### src/rtl/core/wsfd_pkg.sv
// Shared types, constants and codes for the weather sensor frame decoder.
`default_nettype none
package wsfd_pkg;

   localparam logic [3:0] MAX_QUARTETS = 4'd15;
   localparam logic [7:0] CRC_POLY     = 8'h31;
   localparam logic [3:0] START_NIBBLE = 4'hA;
   localparam logic [3:0] ID_MASK      = 4'hC;
   localparam logic [11:0] TEMP_OFFSET = 12'd400;

   localparam logic [1:0] STATUS_OK    = 2'd0;
   localparam logic [1:0] STATUS_CRC   = 2'd1;
   localparam logic [1:0] STATUS_START = 2'd2;

   localparam logic [3:0] QTYPE_TEMP  = 4'd0;
   localparam logic [3:0] QTYPE_HUMID = 4'd1;
   localparam logic [3:0] QTYPE_RAIN  = 4'd2;
   localparam logic [3:0] QTYPE_WIND  = 4'd3;
   localparam logic [3:0] QTYPE_GUST  = 4'd4;

   localparam int FLAG_TEMP  = 0;
   localparam int FLAG_HUMID = 1;
   localparam int FLAG_RAIN  = 2;
   localparam int FLAG_WIND  = 3;
   localparam int FLAG_GUST  = 4;

   typedef struct packed {
      logic [7:0] data_byte;
      logic       frame_start;
   } req_type;

   typedef struct packed {
      logic [1:0]         status;
      logic [7:0]         sensor_id;
      logic               error_bit;
      logic [5:0]         frame_length;
      logic [4:0]         data_flags;
      logic signed [11:0] temp_tenths_c;
      logic [7:0]         humidity;
      logic [3:0]         wind_dir_index;
      logic [7:0]         wind_speed_tenths;
      logic [11:0]        gust_speed;
   } rsp_type;

   typedef struct packed {
      logic [11:0] temp;
      logic [7:0]  humidity;
      logic [3:0]  wind_dir;
      logic [7:0]  wind_speed;
      logic [11:0] gust;
   } values_type;

endpackage
`default_nettype wire

### src/rtl/core/wsfd_in_reg.sv
// Input register for received frame bytes.
`default_nettype none
module wsfd_in_reg (
   input  wire logic             clock,
   input  wire logic             reset,
   input  wire logic             req_valid,
   output logic                  req_stall,
   input  wire wsfd_pkg::req_type req_data,
   input  wire logic             take,
   output logic                  item_valid,
   output wsfd_pkg::req_type     item_data
);
   import wsfd_pkg::*;

   logic    valid_ff, valid_in;
   req_type data_ff, data_in;
   logic    accept;

   assign req_stall = valid_ff && !take;
   assign accept    = req_valid && !req_stall;

   always_comb begin
      valid_in = valid_ff;
      data_in  = data_ff;
      if (accept) begin
         valid_in = 1'b1;
         data_in  = req_data;
      end else if (take) begin
         valid_in = 1'b0;
      end
   end

   always_ff @(posedge clock) begin
      if (reset) begin
         valid_ff <= 1'b0;
      end else begin
         valid_ff <= valid_in;
      end
      data_ff <= data_in;
   end

   assign item_valid = valid_ff;
   assign item_data  = data_ff;
endmodule
`default_nettype wire

### src/rtl/core/wsfd_quartet_decode.sv
// Decode of one completed quartet into pending flags and values.
`default_nettype none
module wsfd_quartet_decode (
   input  wire logic [7:0]           first_byte,
   input  wire logic [7:0]           second_byte,
   input  wire logic                 error_bit,
   input  wire logic [4:0]           flags_cur,
   input  wire wsfd_pkg::values_type values_cur,
   output logic [4:0]                flags_new,
   output wsfd_pkg::values_type      values_new
);
   import wsfd_pkg::*;

   logic [3:0]  qtype, q1, q2, q3;
   logic [10:0] bcd;

   assign qtype = first_byte[7:4];
   assign q1    = first_byte[3:0];
   assign q2    = second_byte[7:4];
   assign q3    = second_byte[3:0];
   assign bcd   = 11'(q1) * 11'd100 + 11'(q2) * 11'd10 + 11'(q3);

   always_comb begin
      flags_new  = flags_cur;
      values_new = values_cur;
      case (qtype)
         QTYPE_TEMP: begin
            values_new.temp       = 12'(bcd) - TEMP_OFFSET;
            flags_new[FLAG_TEMP]  = 1'b1;
         end
         QTYPE_HUMID: begin
            values_new.humidity   = bcd[7:0];
            flags_new[FLAG_HUMID] = 1'b1;
         end
         QTYPE_RAIN: begin
            flags_new[FLAG_RAIN]  = 1'b1;
         end
         QTYPE_WIND: begin
            if (!error_bit) begin
               values_new.wind_dir   = q1;
               values_new.wind_speed = {q2, q3};
               flags_new[FLAG_WIND]  = 1'b1;
            end
         end
         QTYPE_GUST: begin
            values_new.gust       = {q1, 4'h0, q2};
            flags_new[FLAG_GUST]  = 1'b1;
         end
         default: begin
         end
      endcase
   end
endmodule
`default_nettype wire

### src/rtl/core/wsfd_parser.sv
// Frame parser: byte position, running CRC, header fields and result build.
`default_nettype none
module wsfd_parser (
   input  wire logic              clock,
   input  wire logic              reset,
   input  wire logic              fire,
   input  wire wsfd_pkg::req_type item_data,
   output logic                   result_load,
   output wsfd_pkg::rsp_type      result_data
);
   import wsfd_pkg::*;

   function automatic logic [7:0] crc_byte(input logic [7:0] crc, input logic [7:0] b);
      logic [7:0] c;
      c = crc ^ b;
      for (int i = 0; i < 8; i++) begin
         c = c[7] ? ((c << 1) ^ CRC_POLY) : (c << 1);
      end
      return c;
   endfunction

   logic [5:0] idx_ff, idx_in;
   logic [5:0] len_ff, len_in;
   logic [7:0] crc_ff, crc_in;
   logic       start_ok_ff, start_ok_in;
   logic [7:0] id_ff, id_in;
   logic       err_ff, err_in;
   logic [7:0] first_ff, first_in;
   logic [4:0] flags_ff, flags_in;
   values_type values_ff, values_in;

   logic [4:0] dec_flags;
   values_type dec_values;
   logic [7:0] b;
   logic [3:0] q_sat;
   logic [1:0] status;
   logic       ok;

   assign b     = item_data.data_byte;
   assign q_sat = (b[3:0] > MAX_QUARTETS) ? MAX_QUARTETS : b[3:0];

   wsfd_quartet_decode u_decode (
      .first_byte  (first_ff),
      .second_byte (b),
      .error_bit   (err_ff),
      .flags_cur   (flags_ff),
      .values_cur  (values_ff),
      .flags_new   (dec_flags),
      .values_new  (dec_values)
   );

   always_comb begin
      if (crc_ff != b) begin
         status = STATUS_CRC;
      end else if (!start_ok_ff) begin
         status = STATUS_START;
      end else begin
         status = STATUS_OK;
      end
      ok = (status == STATUS_OK);
      result_data.status            = status;
      result_data.sensor_id         = id_ff;
      result_data.error_bit         = err_ff;
      result_data.frame_length      = len_ff;
      result_data.data_flags        = ok ? flags_ff : 5'd0;
      result_data.temp_tenths_c     = ok ? values_ff.temp : 12'd0;
      result_data.humidity          = ok ? values_ff.humidity : 8'd0;
      result_data.wind_dir_index    = ok ? values_ff.wind_dir : 4'd0;
      result_data.wind_speed_tenths = ok ? values_ff.wind_speed : 8'd0;
      result_data.gust_speed        = ok ? values_ff.gust : 12'd0;
   end

   always_comb begin
      idx_in      = idx_ff;
      len_in      = len_ff;
      crc_in      = crc_ff;
      start_ok_in = start_ok_ff;
      id_in       = id_ff;
      err_in      = err_ff;
      first_in    = first_ff;
      flags_in    = flags_ff;
      values_in   = values_ff;
      result_load = 1'b0;
      if (fire) begin
         if (item_data.frame_start) begin
            start_ok_in = (b[7:4] == START_NIBBLE);
            id_in       = {b[3:0], 4'h0};
            err_in      = 1'b0;
            crc_in      = crc_byte(8'h00, b);
            len_in      = 6'd0;
            first_in    = 8'h00;
            flags_in    = 5'd0;
            values_in   = '0;
            idx_in      = 6'd1;
         end else if (idx_ff == 6'd1) begin
            id_in  = {id_ff[7:4], b[7:4] & ID_MASK};
            err_in = b[4];
            len_in = {1'b0, q_sat, 1'b0} + 6'd3;
            crc_in = crc_byte(crc_ff, b);
            idx_in = 6'd2;
         end else if (idx_ff != 6'd0) begin
            if (({1'b0, idx_ff} + 7'd1) < {1'b0, len_ff}) begin
               crc_in = crc_byte(crc_ff, b);
               if (!idx_ff[0]) begin
                  first_in = b;
               end else begin
                  flags_in  = dec_flags;
                  values_in = dec_values;
               end
               idx_in = idx_ff + 6'd1;
            end else begin
               result_load = 1'b1;
               idx_in      = 6'd0;
            end
         end
      end
   end

   always_ff @(posedge clock) begin
      if (reset) begin
         idx_ff <= 6'd0;
      end else begin
         idx_ff <= idx_in;
      end
      len_ff      <= len_in;
      crc_ff      <= crc_in;
      start_ok_ff <= start_ok_in;
      id_ff       <= id_in;
      err_ff      <= err_in;
      first_ff    <= first_in;
      flags_ff    <= flags_in;
      values_ff   <= values_in;
   end
endmodule
`default_nettype wire

### src/rtl/core/wsfd_out_reg.sv
// Result register toward the response channel.
`default_nettype none
module wsfd_out_reg (
   input  wire logic              clock,
   input  wire logic              reset,
   input  wire logic              load,
   input  wire wsfd_pkg::rsp_type load_data,
   output logic                   rsp_valid,
   input  wire logic              rsp_stall,
   output wsfd_pkg::rsp_type      rsp_data
);
   import wsfd_pkg::*;

   logic    valid_ff, valid_in;
   rsp_type data_ff, data_in;

   always_comb begin
      valid_in = valid_ff;
      data_in  = data_ff;
      if (load) begin
         valid_in = 1'b1;
         data_in  = load_data;
      end else if (!rsp_stall) begin
         valid_in = 1'b0;
      end
   end

   always_ff @(posedge clock) begin
      if (reset) begin
         valid_ff <= 1'b0;
      end else begin
         valid_ff <= valid_in;
      end
      data_ff <= data_in;
   end

   assign rsp_valid = valid_ff;
   assign rsp_data  = data_ff;
endmodule
`default_nettype wire

### src/rtl/core/weather_sensor_frame_decoder.sv
// Top level of the weather sensor frame decoder.
//
//  Channel  Prefix  Direction  Payload    Transfer
//  request  req_    in         req_type   one frame byte
//  result   rsp_    out        rsp_type   one decoded frame, on its CRC byte
//
// A byte is held in the input register, then is parsed and, on the
// CRC byte, the result is loaded into the output register. One byte per
// cycle is sustained while the output is not stalled. Reset clears the
// byte position and both valid bits. Input is stalled only while the input
// register is full and a result waits, stalled, in the output register.
`default_nettype none
module weather_sensor_frame_decoder (
   input  wire logic              clock,
   input  wire logic              reset,
   input  wire logic              req_valid,
   output logic                   req_stall,
   input  wire wsfd_pkg::req_type req_data,
   output logic                   rsp_valid,
   input  wire logic              rsp_stall,
   output wsfd_pkg::rsp_type      rsp_data
);
   import wsfd_pkg::*;

   logic    take;
   logic    item_valid;
   req_type item_data;
   logic    result_load;
   rsp_type result_data;

   assign take = item_valid && (!rsp_valid || !rsp_stall);

   wsfd_in_reg u_in_reg (
      .clock      (clock),
      .reset      (reset),
      .req_valid  (req_valid),
      .req_stall  (req_stall),
      .req_data   (req_data),
      .take       (take),
      .item_valid (item_valid),
      .item_data  (item_data)
   );

   wsfd_parser u_parser (
      .clock       (clock),
      .reset       (reset),
      .fire        (take),
      .item_data   (item_data),
      .result_load (result_load),
      .result_data (result_data)
   );

   wsfd_out_reg u_out_reg (
      .clock     (clock),
      .reset     (reset),
      .load      (result_load),
      .load_data (result_data),
      .rsp_valid (rsp_valid),
      .rsp_stall (rsp_stall),
      .rsp_data  (rsp_data)
   );

   a_stall_only_when_blocked : assert property (@(posedge clock) disable iff (reset)
      req_stall |-> (rsp_valid && rsp_stall))
      else $error("input stalled while result path free");

   a_bad_frame_no_data : assert property (@(posedge clock) disable iff (reset)
      (rsp_valid && rsp_data.status != STATUS_OK) |-> (rsp_data.data_flags == 5'd0))
      else $error("rejected frame carries data flags");

   a_length_odd : assert property (@(posedge clock) disable iff (reset)
      rsp_valid |-> (rsp_data.frame_length[0] && rsp_data.frame_length >= 6'd3))
      else $error("frame length not a valid quartet length");

   a_wind_needs_no_error : assert property (@(posedge clock) disable iff (reset)
      (rsp_valid && rsp_data.error_bit) |-> !rsp_data.data_flags[FLAG_WIND])
      else $error("wind reported with error bit set");
endmodule
`default_nettype wire
### config.mk
export PLATFORM = sky130hd
export DESIGN_NAME = weather_sensor_frame_decoder
export DESIGN_NICKNAME = d
export VERILOG_FILES = /design/src/rtl/core/wsfd_pkg.sv /design/src/rtl/core/wsfd_in_reg.sv /design/src/rtl/core/wsfd_quartet_decode.sv /design/src/rtl/core/wsfd_parser.sv /design/src/rtl/core/wsfd_out_reg.sv /design/src/rtl/core/weather_sensor_frame_decoder.sv
export SDC_FILE = /design/constraint.sdc
export NUM_CORES = 1
export LEC_CHECK = 0
export BUFFER_PORTS_ARGS = -buffer_cell sky130_fd_sc_hd__buf_2
export CAP_MARGIN = 20
export CORE_MARGIN = 8
export CORE_UTILIZATION = 45
export CTS_CLUSTER_SIZE = 8
export DETAILED_ROUTE_END_ITERATION = 7
export SLEW_MARGIN = 40
export SYNTH_ARGS = -nofsm -noshare
export SYNTH_HDL_FRONTEND = slang
export SYNTH_SLANG_ARGS = --single-unit
### constraint.sdc
create_clock -name clock -period 8.65 [get_ports clock]
set_clock_uncertainty 0.2 [all_clocks]
set_input_delay 0 -clock clock [delete_from_list [all_inputs] [get_ports clock]]
set_output_delay 0 -clock clock [all_outputs]
set_load 0.05 [all_outputs]
==> out/metrics.yaml <==
critPathCapture: "u_parser.values_ff[41]"
yosysTopAreaCell: "edfxtp_1"
postCtsSetupBuffers: 0
clk_pin_slew_ns: 0.06
antenna_found_initial: 0
syn_inst: 506
final_hold_viol_count: 0
synth_common_cells: "edfxtp_1, and2_1, ha_1, nor2_1, xor2_1"
cp_max_fo: 9
die_h_um: 140
worstSetupStartpointType: "register"
multi_input_area_mm2: 0.00235
gp_congestion: 0.826
rows: 45
r2r_start: "u_in_reg.item_data[8]"
fillCellCount: 1286
cap_violations: 0
status: "complete, no violations"
endpoint_kind: "register"
ff_latch_area_mm2: 0.00448
worstMarginPinSlew_ns: 0.835
ys_seq_elements: 152
grt_max_degree: 59
start_util: 0.459
crit_path_start: "u_in_reg.item_data[8]"
numCtsBuffers: 17
core-area_mm2: 0.0152
power.leakage_uw: 0.00323
drt-initial-drc-count: 237
dieArea_mm2: 0.0197
synthFlopType: "edfxtp_1"
drt_wl_total_um: 12900
cp_data_arrival_time_ns: 4.00
grtUsageTotal: 0.135
setup_viol: 0
rsz0062_at_grt: "no"
ys_warn_count: 0
synthToLayoutAreaGrowth_pct: 18.1
hpwl_um: 9200
clkSinkCount: 152
clk_path_buf_depth: 2
die_w_um: 140
routedWlPerCell_um: 16.1
grt_pass1_wl_um: 20900
post-route-min-period_ns: 4.06
worstHoldPathCells: 2
period_share: 0.469
vias_per_cell: 5.00
min_path_type: "input pin to register"
grt_pass1_vias: 3929
top_layer: "met4"
final_max_slew_viol_count: 0
reg2reg_slack_ns: 4.59
synth_area_mm2: 0.00697
yosysSeqAreaShare: 0.643
via_count: 4002
fin_nets: 656
wl_met1_um: 6420
critical_path_class: "register to register"
synth_area_leaders: "edfxtp_1, ha_1, and2_1"
drcViolationCount: 0
slew_headroom: 0.441
grt-ovfl-total: 0
pre_cts_ws_ns: 4.46
wl_met3_um: 791
met2_length_um: 5490
synth_cell_types: 55
numPortBuffers: 74
ff2ff_path_depth: 12
yosysMostFrequentCell: "edfxtp_1"
cts_tree: "done"
clock_latency_ns: 0.41
dr.pass1.iters: 4
synth_edf_count: 144
antenna_left: 0
final.setup.worst_slack_ns: 4.59
timing.rr.end: "u_parser.values_ff[41]"
io_pins: 81
fmax_mhz: 247
antennaDiodeCount: 0
yosysTopAreaCellShare: 0.620
drive_above_1_share: 0.194
syn_avg_cell_area_um2: 13.8
synth-async-reset-ratio: 0
cts_root_buf: "clkbuf_16"
final_util: 0.541
critical_path_required_ns: 8.59
vdd_drop_max_mv: 0.153
setup_tns_ns: 0
p_per_area_mw_per_mm2: 230
cts_max_level: 4
-- worst max-delay path, stage by stage, from the launching register on --
cell	delay (ns)
edfxtp_1	0.56
ha_1	0.35
ha_1	0.22
fa_1	0.39
xor2_1	0.16
ha_1	0.30
ha_1	0.38
o21ai_1	0.15
or4b_1	0.48
o2111ai_1	0.17
o211ai_1	0.18
xnor2_1	0.18
nor2_1	0.06
-- per-stage QoR --
step           instance area, um2  cells  power [uW]  hold slack (ns)
6_report                     8230    801        1890           0.0923
3_5_place_dp                 7530    757        1220          -0.0219
5_1_grt                      8230    801        1980           0.0797
4_1_cts                      8220    801        1910           0.0762
3_3_place_gp                 7520    757        1210          -0.0230
2_1_floorplan                6990    511        1150           -0.131
-- logic make-up after synthesis --
logic type	after synthesis	synth area share
and+or+nand+nor	154	0.122
xor gates and xnor gates	56	0.0725
buffers and inverters	40	0.0275
muxes	1	0.00144
other	1	0.000538
adders and majority gates	40	0.0772
DFF	152	0.643
AOI/OAI and AO/OA	62	0.0556
-- routing by layer --
| metal | track usage | vias up |
|---|---|---|
| met5 | 0 | - |
| met4 | 0.0424 | 0 |
| met3 | 0.0432 | 15 |
| met2 | 0.195 | 103 |
| met1 | 0.190 | 1897 |
| li1 | - | 1987 |
-- worst min-delay path by stage --
stage	from	to	slack [ns]
detailed placement	req_data[6]	u_in_reg.item_data[6]	-0.02
finish	req_data[2]	u_in_reg.item_data[2]	0.09
CTS	req_data[2]	u_in_reg.item_data[2]	0.08
floorplan	reset	u_parser.idx_ff[4]	-0.13
global placement	req_data[4]	u_in_reg.item_data[4]	-0.02
global route	req_data[0]	u_in_reg.item_data[0]	0.08
-- final cells by class --
cell class                      instances  area share
Clock buffer                           19      0.0526
Clock inverter                         10      0.0129
Inverter                               20     0.00912
Multi-Input combinational cell        319       0.285
Sequential cell                       152       0.545
Tap cell                              188      0.0286
Timing Repair Buffer                   93      0.0669
-- registers in the layout, summed over array words and instances (netlist names), 6 cells and up --
register,flops
u_parser.len_ff,6
u_out_reg.rsp_data,60
u_parser.first_ff,8
u_parser.values_ff,40
u_parser.id_ff,6
u_parser.idx_ff,6
u_parser.crc_ff,8
u_in_reg.item_data,9
-- power by group --
group	leakage [uW]	total (uW)	switching, uW	internal (uW)
sequential	0.00144	868	21.8	847
combinational	0.00153	339	193	146
clock	0.000261	687	270	417
-- cell usage in the layout, fill, tap and decap left out, types with 4 or more instances in the layout --
cell type,instances
dlygate4sd3_1,15
nand2_1,14
dfxtp_1,8
buf_4,4
xor2_1,28
clkbuf_16,17
edfxtp_1,144
nor3b_1,5
a21oi_2,4
and2_1,52
a21oi_1,13
nor2b_1,17
o21ai_1,15
ha_1,35
nand3_1,7
fa_1,5
inv_1,17
nor2_1,33
buf_2,74
and3_1,5
clkinv_1,4
conb_1,6
a21o_1,4
nor4_1,4
xnor2_1,26
-- what timing repair did --
action	4_1_cts	5_1_grt
gates resized for setup	0	0
hold buffers	15	0
endpoints found under the hold margin	26	0
(Power assumes the default switching activity.)
